### config.mk
export PLATFORM = sky130hd
export DESIGN_NAME = ctcd_thresh
export DESIGN_NICKNAME = d
export VERILOG_FILES = /design/src/sv/ctcd_pkg.sv /design/src/sv/ctcd_thresh.sv
export SDC_FILE = /design/constraint.sdc
export NUM_CORES = 1
export LEC_CHECK = 0
export ABC_AREA = 1
export BUFFER_PORTS_ARGS = -buffer_cell sky130_fd_sc_hd__buf_2
export CORE_UTILIZATION = 45
export DETAILED_ROUTE_END_ITERATION = 10
export MAX_ROUTING_LAYER = met4
export PLACE_DENSITY = 0.8
export SLEW_MARGIN = 5
export SYNTH_ARGS = -nofsm -noshare
export SYNTH_HDL_FRONTEND = slang
export SYNTH_SLANG_ARGS = --single-unit
### constraint.sdc
create_clock -name vclk -period 4.48
set_input_delay 0.896 -clock vclk [all_inputs]
set_output_delay 0.896 -clock vclk [all_outputs]
set_load 0.03 [all_outputs]
### src/sv/ctcd_pkg.sv
// Package with shared types and constants for the color threshold and cross dilation unit.
package ctcd_pkg;

	localparam int PIX_W = 8;
	localparam int SIZE_W = 12;
	localparam int CTH_W = 9;
	localparam int BTH_W = 8;
	localparam int CFG_DATA_W = 12;
	localparam int CFG_IDX_W = 3;

	localparam logic [CFG_IDX_W-1:0] REG_FRAME_WIDTH = 3'd0;
	localparam logic [CFG_IDX_W-1:0] REG_FRAME_HEIGHT = 3'd1;
	localparam logic [CFG_IDX_W-1:0] REG_ENEMY_IS_RED = 3'd2;
	localparam logic [CFG_IDX_W-1:0] REG_COLOR_THRESHOLD = 3'd3;
	localparam logic [CFG_IDX_W-1:0] REG_BRIGHT_THRESHOLD = 3'd4;

	localparam logic CMD_PIXEL = 1'b0;
	localparam logic CMD_PAD = 1'b1;

	typedef struct packed {
		logic emit;
		logic write;
		logic drain;
		logic last_col;
		logic use_above;
		logic use_left;
		logic use_right;
		logic row_par;
		logic col_par;
	} step_t;

endpackage

### src/sv/ctcd_thresh.sv
// Color difference and brightness test of one pixel.
module ctcd_thresh (
	input  logic                           enemy_is_red,
	input  logic signed [ctcd_pkg::CTH_W-1:0] color_threshold,
	input  logic [ctcd_pkg::BTH_W-1:0]     bright_threshold,
	input  logic [ctcd_pkg::PIX_W-1:0]     blue,
	input  logic [ctcd_pkg::PIX_W-1:0]     red,
	output logic                           hit
);

	logic [ctcd_pkg::PIX_W-1:0] chosen;
	logic [ctcd_pkg::PIX_W-1:0] other;
	logic signed [ctcd_pkg::PIX_W+1:0] diff;
	logic signed [ctcd_pkg::PIX_W+1:0] limit;

	always_comb begin
		chosen = enemy_is_red ? red : blue;
		other = enemy_is_red ? blue : red;
		diff = $signed({2'b00, chosen}) - $signed({2'b00, other});
		limit = (ctcd_pkg::PIX_W+2)'(color_threshold);
		hit = (diff > limit) && (chosen > bright_threshold);
	end

endmodule

# Word level (Yosys, flattened, before mapping)
# Cells that the tools add are included.
totals:
  ff_bits: 0
  output_inout_bits: 1
  elab_cells: 6
classes:
  n_addsub: 1
  order_cmp: 2
  muxes: 2
  n_reduce_logical: 1
ops:
  columns: ["cell", "count"]
  rows:
  - ["$mux 8", 2]
  - ["$gt 9x9->1", 1]
  - ["$sub 8x8->9", 1]
  - ["$gt 8x8->1", 1]
  - ["$logic_and 1x1->1", 1]

# Depth between registers and ports, before layout
logic_depth:
  ltp_word: 4
  depth_mapped: 20
  depth_no_buf: 20

# Worst setup path before layout
# No wires, ideal clock.
synth_timing:
  path_type: "input -> output"
  startpoint: "input enemy_is_red"
  endpoint: "output hit"
  arrival_time_ps: 3442
  required_time_ps: 3584
  slack_ps: 142
  cell_stages: 18
  n_path_buf: 1
  cell_sequence: "clkbuf_1 > o21ai_0 > ha_1 > fa_1 > inv_1 > nand3_1 > nand2_1 > a31oi_1 > xor2_1 > inv_1 > ha_1 > nand2_1 > nand2_1 > a21oi_1 > nand4_1 > nand2_1 > nand2_1 > nor2_2"
synth_via:
  elab_chain_len: 4
synth_rtl:
  columns: ["item", "line_no", "source"]
  rows:
  - ["from (decl)", "ctcd_thresh.sv:3", "input logic enemy_is_red,"]
  - ["$mux 8, on equally long branches", "ctcd_thresh.sv:17, ctcd_thresh.sv:18", null]
  - ["$sub 8x8->9", "ctcd_thresh.sv:19", "diff = $signed({2'b00, chosen}) - $signed({2'b00, other});"]
  - ["$gt 9x9->1", "ctcd_thresh.sv:21", "hit = (diff > limit) && (chosen > bright_threshold);"]
  - ["$logic_and 1x1->1 (*)", "ctcd_thresh.sv:21", null]
  - ["to (decl)", "ctcd_thresh.sv:8", "output logic hit"]
# Mark *: on every way between the ends. The rest lies on a longest branch, timed or not.

# Final worst setup path
# Same ends and word-level chain as after synthesis.

==> flow_summary.ini <==
[run_status]
status = finished clean

[worst_hold_path]
hold_end = hit
hold_class = input pin to primary output
min_from = bright_threshold[0]
min_path_cells = 6

[finish]
clock_buffers = 0
seq_cell_count = 0
layout_common_cells = nand2_1 (44), inv_1 (40), buf_2 (33)
num_antenna_cells = 0
regArea_um2 = 0
fin_nets = 283
drive_above_1_share = 0.297
mostFrequentLayoutCell = nand2_1
post-route-cell-area_um2 = 1350
final_cell_count_no_fill = 249
area_delta_synth_final_pct = 30.9

[setup_path]
crit_required_ns = 3.58
crit_path_max_fanout = 15
start_kind = input pin
crit_chain = buf_6 > o21ai_0 > ha_1 > nand3_1 > nand2_2 > a31oi_2 > xor2_1 > inv_1 > ha_1 > nand2_1 > nor2_2 > nand3_2 > nand3_2 > nand2_1 > nand2_1 > nand2_1 > nor2_2 > clkbuf_4
slowest_delay_ns = 0.34
endpoint_kind = primary output
crit_buf_inv = 3
critPathSlowestCell = ha_1
cp_common_cell = nand2_1
arrival_ns = 3.36
cp.depth = 18
critPathTopFamily = simple AND/OR/NAND/NOR gates
crit_type = input pin to primary output

[timing]
setup_viol = 0
final-hold-violation-count = 0
layout_worst_path_cycle_share = 0.950
fin_ws_ns = 0.222
relSlewSlack = 0.800
max_slew.worst_pin.slew_ns = 0.296
max_freq_ghz = 0.235
layout_min_cycle_time_ns = 4.26
drv_slew = 0

[floorplan]
die_w_um = 49.9
ios = 35
start_util = 0.501
die_height_um = 49.9
die_area_um2 = 2490
std_cell_rows = 16
core_area_um2 = 2060

[placed_design]
dp_cells = 245
pre_cts_ws_ns = -0.0262
hpwl_um = 1860
port_buffers = 35
dpl_cell_area_um2 = 1280
gp_congestion = 0.790

[synthesis]
synth-compound-area-share = 0.159
syn-num-nets = 239
synth_area_um2 = 1030
synth_simple_gate_area_frac = 0.326
synthMuxAreaShare = 0
syn_avg_cell_area_um2 = 5.74
synth_top_family_by_area = simple AND/OR/NAND/NOR gates
synthAdderAreaFrac = 0.310
ys_types = 23
synth_xor_area_frac = 0.0424
syn-instance-count = 180
synth_seq_area_share = 0
yosys_warnings = 0

[power]
power-per-cell-area_nw_per_um2 = 162
p_total_w = 0.000218
ir_worst_vdd_mv = 0.0922
power.leakage_nw = 0.836

[job]
maxCapViolCount = 0

[routing]
ant_nets = 0
drc = 0
drt_iter0_drc = 20
first_pass_iters = 4
routed_wl_um = 2160
routedWlPerCell_um = 8.66
vias = 1162
via_per_inst = 4.67

[grt]
grt_max_degree = 16
grt_antenna_before_repair = 0
grt_overflow = 0
grt.total_usage = 0.184
grt_pass1_wl_um = 3690
grt_pass1_vias = 1000

[clock_network]
ctsHoldBuffers = 0
## tightest hold or removal path, stage by stage
cell and delay (ns):
buf_2 0.08, ha_1 0.12, nand3_1 0.07, nand2_1 0.10
nor2_2 0.04, clkbuf_4 0.16
## cells by family (layout without fill, tap and decap cells)
| logic type | after synthesis | count (layout) |
|---|---|---|
| compound gates | 30 | 30 |
| xor+xnor | 5 | 5 |
| fa+ha+maj | 25 | 25 |
| buf+inv | 45 | 87 |
| simple gates | 75 | 75 |
## per-layer routing
layer | wire length, um | GRT usage | up-vias
li1 | - | - | 654
met3 | 75 | 0 | 0
met5 | 0 | - | -
met1 | 1010 | 0.231 | 484
met4 | 0 | 0 | 0
met2 | 1070 | 0.347 | 24
## per-stage QoR
| step | setup TNS [ns] | util | hold slack, ns |
|---|---|---|---|
| 3_3_place_gp | 0 | 0.619 | 2.39 |
| 3_5_place_dp | -0.0262 | 0.619 | 2.38 |
| 2_1_floorplan | 0 | - | 2.11 |
| 5_1_grt | -0.0303 | 0.656 | 2.44 |
| 6_report | 0 | 0.656 | 2.38 |
| 4_1_cts | 0 | 0.626 | 2.39 |
## area by class of cell
class	count	area, um^2
Multi-Input combinational cell	135	898
Fill cell	214	709
Timing Repair Buffer	45	263
Inverter	42	158
Tap cell	27	33.8
## worst max-delay path by stage
stage | from | endpoint | slack [ns]
floorplan | enemy_is_red | hit | 0.14
global placement | enemy_is_red | hit | 0.04
detailed placement | enemy_is_red | hit | -0.03
CTS | enemy_is_red | hit | 0.02
global route | enemy_is_red | hit | -0.03
finish | enemy_is_red | hit | 0.22
## cell usage after synthesis (all sizes together)
| library cell | count | area [um^2] |
|---|---|---|
| xnor2 | 2 | 17.5 |
| a21o | 1 | 7.51 |
| o211ai | 1 | 7.51 |
| o21ai | 19 | 98.9 |
| fa | 1 | 20.0 |
| xor2 | 3 | 26.3 |
| ha | 24 | 300 |
| a31oi | 1 | 6.26 |
| clkinv | 1 | 3.75 |
| nand3 | 9 | 55.1 |
| nand4 | 3 | 25.0 |
| nand2 | 47 | 181 |
| nor2 | 16 | 75.1 |
| inv | 41 | 154 |
| a21oi | 8 | 43.8 |
| clkbuf | 3 | 11.3 |
## power breakdown
part           switching [W]  internal, W
clock                      0            0
sequential                 0            0
combinational       0.000120    0.0000980
total               0.000120    0.0000980
## timing repair
action,CTS,global route
setup endpoints to repair,1,1
pin swaps,1,5
hold endpoints to repair,0,0
buffers inserted,2,2
gates resized for setup,0,19
Note: power is estimated with default switching activity, not from simulation.
