### src/sv/ctcd_pkg.sv
// Package with shared types and constants for the color threshold and cross dilation unit.
package ctcd_pkg;

	localparam int PIX_W = 8;
	localparam int SIZE_W = 12;
	localparam int CTH_W = 9;
	localparam int BTH_W = 8;
	localparam int CFG_DATA_W = 12;
	localparam int CFG_IDX_W = 3;

	localparam logic [CFG_IDX_W-1:0] REG_FRAME_WIDTH = 3'd0;
	localparam logic [CFG_IDX_W-1:0] REG_FRAME_HEIGHT = 3'd1;
	localparam logic [CFG_IDX_W-1:0] REG_ENEMY_IS_RED = 3'd2;
	localparam logic [CFG_IDX_W-1:0] REG_COLOR_THRESHOLD = 3'd3;
	localparam logic [CFG_IDX_W-1:0] REG_BRIGHT_THRESHOLD = 3'd4;

	localparam logic CMD_PIXEL = 1'b0;
	localparam logic CMD_PAD = 1'b1;

	typedef struct packed {
		logic emit;
		logic write;
		logic drain;
		logic last_col;
		logic use_above;
		logic use_left;
		logic use_right;
		logic row_par;
		logic col_par;
	} step_t;

endpackage

### src/sv/ctcd_pos.sv
// Input position counters, frame bounds and per-item step decode.
module ctcd_pos #(
	parameter int MAX_WIDTH = 2048,
	parameter int MAX_HEIGHT = 2048,
	parameter int CW = 11,
	parameter int RW = 12
) (
	input  logic                         clk,
	input  logic                         arst_n,
	input  logic                         accept,
	input  logic                         command,
	input  logic [ctcd_pkg::SIZE_W-1:0]  frame_width,
	input  logic [ctcd_pkg::SIZE_W-1:0]  frame_height,
	output logic [CW-1:0]                column,
	output ctcd_pkg::step_t              step
);

	logic [CW-1:0] in_column_q;
	logic [RW-1:0] in_row_q;
	logic [CW-1:0] last_idx;
	logic [RW-1:0] height;
	logic          drain;
	logic          pad;
	logic          last_col;
	logic          advance;

	always_comb begin
		if (frame_width == '0) begin
			last_idx = '0;
		end else if (32'(frame_width) > 32'(MAX_WIDTH)) begin
			last_idx = CW'(MAX_WIDTH - 1);
		end else begin
			last_idx = CW'(frame_width - 12'd1);
		end
		if (frame_height == '0) begin
			height = RW'(1);
		end else if (32'(frame_height) > 32'(MAX_HEIGHT)) begin
			height = RW'(MAX_HEIGHT);
		end else begin
			height = RW'(frame_height);
		end
		column = (in_column_q > last_idx) ? last_idx : in_column_q;
		last_col = (column == last_idx);
		drain = (in_row_q >= height);
		pad = (command == ctcd_pkg::CMD_PAD);
		advance = drain || !pad;
		step.emit = drain || ((in_row_q != '0) && !pad);
		step.write = !drain && !pad;
		step.drain = drain;
		step.last_col = last_col;
		step.use_above = (in_row_q >= RW'(2));
		step.use_left = (column != '0);
		step.use_right = !last_col;
		step.row_par = in_row_q[0];
		step.col_par = column[0];
	end

	always_ff @(posedge clk or negedge arst_n) begin
		if (!arst_n) begin
			in_column_q <= '0;
			in_row_q <= '0;
		end else if (accept && advance) begin
			if (last_col) begin
				in_column_q <= '0;
				in_row_q <= drain ? '0 : in_row_q + RW'(1);
			end else begin
				in_column_q <= column + CW'(1);
			end
		end
	end

endmodule

### config.mk
export PLATFORM = sky130hd
export DESIGN_NAME = ctcd_pos
export DESIGN_NICKNAME = d
export VERILOG_FILES = /design/src/sv/ctcd_pkg.sv /design/src/sv/ctcd_pos.sv
export SDC_FILE = /design/constraint.sdc
export NUM_CORES = 1
export LEC_CHECK = 0
export ABC_AREA = 1
export BUFFER_PORTS_ARGS = -buffer_cell sky130_fd_sc_hd__buf_2
export CAP_MARGIN = 20
export CORE_ASPECT_RATIO = 0.5
export CORE_MARGIN = 1.5
export CORE_UTILIZATION = 40
export DETAILED_ROUTE_END_ITERATION = 12
export GPL_ROUTABILITY_DRIVEN = 0
export PLACE_DENSITY = 0.71
export REMOVE_ABC_BUFFERS = 1
export SYNTH_ARGS = -nofsm -noshare
export SYNTH_HDL_FRONTEND = slang
export SYNTH_SLANG_ARGS = --single-unit
### constraint.sdc
create_clock -name clk -period 3.9 [get_ports clk]
set_input_delay 0.585 -clock clk [delete_from_list [all_inputs] [get_ports clk]]
set_output_delay 0.585 -clock clk [all_outputs]
set_load 0.03 [all_outputs]
Yosys cells after proc, flatten, opt, wreduce, memory -nomap -nowiden
Index checks and enable logic that the tools add are counted.
{"block": "totals", "ff_bits": 23, "output_inout_bits": 20, "elab_cells": 31}
{"block": "op_classes", "add_sub_neg": 3, "n_lt_le_gt_ge": 5, "eq_ne": 1, "muxes": 7, "n_reduce_logical": 13}
{"operator": "11-bit two-way mux", "n": 4}
{"operator": "12-bit two-way mux", "n": 3}
{"operator": "12-bit greater-than comparator, second input constant", "n": 2}
{"operator": "12-bit zero test", "n": 2}
{"operator": "12-bit by 1-bit adder with 12-bit output, second input constant", "n": 1}
{"operator": "12-bit >= comparator", "n": 1}
{"operator": "12-bit by 2-bit >= comparator with 1-bit output, second input constant", "n": 1}
{"operator": "12-bit nonzero test", "n": 1}
{"operator": "11-bit by 1-bit adder with 11-bit output, second input constant", "n": 1}
{"operator": "11-bit equality test", "n": 1}
{"operator": "11-bit greater-than comparator", "n": 1}
{"operator": "11-bit nonzero test", "n": 1}
{"operator": "11-bit by 1-bit subtractor with 11-bit output, second input constant", "n": 1}
{"operator": "1-bit logical AND", "n": 3}
{"operator": "1-bit zero test", "n": 3}
{"operator": "1-bit logical OR", "n": 2}
{"operator": "2-bit AND reduction", "n": 1}

Depth between registers and ports, before layout
{"block": "logic_depth", "ltp_word": 7, "ltp_mapped": 28, "mapped_depth_nobuf": 28}

Worst setup path before layout
Ideal clock, no wire load.
{"block": "synth_timing", "path_kind": "input to output", "start": "in frame_width[0] (netlist bit)", "end": "out step[3] (netlist bit)", "arrival_ns": 3.445, "t_required_ns": 3.315, "slack_ns": -0.130, "path_stages": 23, "path_buffers": 2, "path_cell_list": "inv_1 ha_1 nand2_2 nor2_4 nand2_2 nand2_2 buf_6 nand3_2 nand2_2 ha_1 nand2_1 inv_2 nand2_4 inv_1 nand2_1 nand3_4 nand2_4 buf_8 inv_1 nand2_1 nand2_2 nor4_1 nand4_1"}
{"item": "from (decl)", "line_no": "ctcd_pos.sv:12", "text": "input logic [ctcd_pkg::SIZE_W-1:0] frame_width,"}
{"item": "to (decl)", "line_no": "ctcd_pos.sv:15", "text": "output ctcd_pkg::step_t step"}

==> impl_metrics.yaml <==
worst_setup_path:
  crit_chain: "buf_2 > or2_1 > nor2_2 > nand2_4 > nand2_4 > nand2_2 > nand2_2 > ha_4 > nand2_2 > inv_2 > nand2_4 > nor2_8 > nand4_4 > nand2_8 > buf_4 > nand2_2 > nand2_4 > inv_1 > ha_1 > nand4_1 > buf_6"
  end_kind: "primary output"
  reg2reg_from: "in_column_q[5]"
  crit_arrival_ns: 3.21
  reg2reg_to: "in_row_q[2]"
  reg2reg_slack_ns: 1.06
  path_max_fanout: 8
  rr_worst_depth: 17
  critical_path_required_ns: 3.31
  crit_type: "in2out"
  crit_family: "simple AND/OR/NAND/NOR gates"
  critical_path.max_stage_delay_ns: 0.29
  crit_buf_inv: 5
  cp_slowest_cell: "or2_1"
  cp-start-kind: "primary input"
grt:
  grt_max_degree: 31
  first_global_vias: 2873
  grt_first_pass_wirelength_um: 12900
  antenna_found_initial: 0
  grt_usage: 0.188
  grt_overflow: 0
layout:
  fin_nets: 620
  drive_gt1_frac: 0.365
  syn2layout_area_growth_pct: 29.8
  final_area_mm2: 0.00413
  diodes: 0
synth:
  ys_ff_latch: 23
  synth_area_mm2: 0.00318
  synthTopCellsByCount: "141 x nand2_1, 57 x inv_1, 36 x nor2_1, 33 x nand2_2"
  synth.most_common_cell: "nand2_1"
  ys_async_sr_fraction: 1.00
  synth_cells: 482
  ys_types: 39
  yosysTopAreaCell: "dfrtp_1"
  avgSynthCellArea_um2: 6.60
  yosysWarnings: 0
  synth_flop_cell: "dfrtp_1"
  ys_seq_area_frac: 0.181
  synth_top_area_share: 0.181
  synth-edff-count: 0
  yosys-top-cells-area: "dfrtp_1 18%, nand2_1 17%, ha_1 11%"
job:
  drv_cap: 0
power_and_ir_drop:
  total_power_mw: 1.75
  power_density_mw_per_mm2: 424
  p_leak_nw: 2.20
  ir_worst_vdd_mv: 0.219
timing:
  finClkSkew_ns: 0.00408
  slew_headroom: 0.638
  setup_viol: 0
  post-route-period-util: 0.972
  hold_ws_ns: 0.307
  rsz0062_at_grt: "yes"
  tns_ns: 0
  min_period_ns: 3.79
  hold_viol: 0
  worst_slack_ns: 0.108
  tightest_slew_ns: 0.542
  slew_violations: 0
  fmax_mhz: 264
clocking:
  worstSkewPairLatency_ns: 0.26
  cts_hold_buf: 0
  cts_buffers: 3
  cts_tree: "done"
  cts_num_sinks: 23
  clockRootBuffer: "clkbuf_16"
  cts_buffer_depth: 2
  path_clk_slew_ns: 0.06
  htreeDepth: 1
floorplan:
  num_rows: 22
  die_area_mm2: 0.00852
  io_pins: 48
  die_w_um: 129
  start_util: 0.423
  fp.dieH_um: 66.0
  core_area_mm2: 0.00751
hold_path:
  hp-class: "in2async"
detailed_routing:
  detail_route.drc_violations: 0
  num_vias: 3272
  routedWlPerCell_um: 12.3
  dr.pass1.iters: 4
  via_per_inst: 4.88
  detail-route-antenna-nets: 0
  drt_wl_total_um: 8270
  drt_iter0_markers: 133
placed_design:
  post_dp_cell_area_mm2: 0.00365
  hpwl_um: 6130
  preCtsSetupSlack_ns: -0.0700
  io_buffers: 47
status:
  status: "complete, no violations"
## power breakdown
part | switching, mW | internal (mW) | total, mW
combinational | 0.705 | 0.435 | 1.14
clock | 0.0893 | 0.138 | 0.227
sequential | 0.0946 | 0.287 | 0.382
## layer usage
layer / wire [um] / vias up / share of wire / global-route usage
met2: 3980 / 69 / 0.48 / 0.334
met3: 290 / 6 / 0.035 / 0.0154
met1: 3910 / 1473 / 0.47 / 0.251
met5: 0 / - / 0 / 0
li1: - / 1724 / - / -
met4: 91 / 0 / 0.011 / 0.0379
## registers in the layout (all words and copies together) (netlist names)
signal / flops
in_column_q: 11
in_row_q: 12
## repair_timing
item,4_1_cts,5_1_grt
pin swaps,0,33
resized for setup,1,66
endpoints found under the setup margin,4,6
cloned,0,4
buffers inserted,0,9
## stage by stage
step	utilization	std cells
after floorplan	-	469
after global placement	0.486	653
after detailed placement	0.486	653
after CTS	0.498	657
after global routing	0.549	670
final	0.549	670
## logic make-up after synthesis
group,after synthesis,synth area share
AOI/OAI and AO/OA,55,0.111
xor gates and xnor gates,6,0.0165
adders and majority gates,29,0.114
buffers and inverters,76,0.115
DFF,23,0.181
and+or+nand+nor,293,0.462
## placed cells by master, fill, tap and decap left out, types with 3 or more instances in the layout
cell type and instances:
ha_1 24, nand3b_1 7, nor4_1 3, inv_2 9, ha_4 5, xor2_1 3, o21ai_0 9, nand2_2 35
o21ai_2 16, nor3_1 5, buf_6 7, nor2_4 8, a21oi_1 19, nand4_1 11, buf_4 33, nand2_4 15
nand3_1 24, nand2_1 130, buf_2 42, nor2_1 32, nand2_8 3, inv_1 51, clkbuf_16 3, nor2_2 8
dfrtp_1 23, o21ai_1 6, nand3_2 8, xnor2_1 3
## worst max-delay path by stage
stage	start	to	cells after the start
2_1_floorplan	frame_width[0]	in_column_q[8]	26
3_5_place_dp	frame_width[0]	step[5]	24
4_1_cts	frame_width[1]	step[5]	25
5_1_grt	frame_width[2]	step[2]	22
3_3_place_gp	frame_width[0]	step[5]	24
6_report	frame_width[8]	step[3]	21
## layout make-up
class	count	area [um^2]
Multi-Input combinational cell	387	2510
Tap cell	108	135
Fill cell	695	3390
Timing Repair Buffer	85	584
Inverter	63	241
Clock buffer	3	75.1
Clock inverter	1	5.00
Sequential cell	23	576
Note: power is estimated with default switching activity, not from simulation.
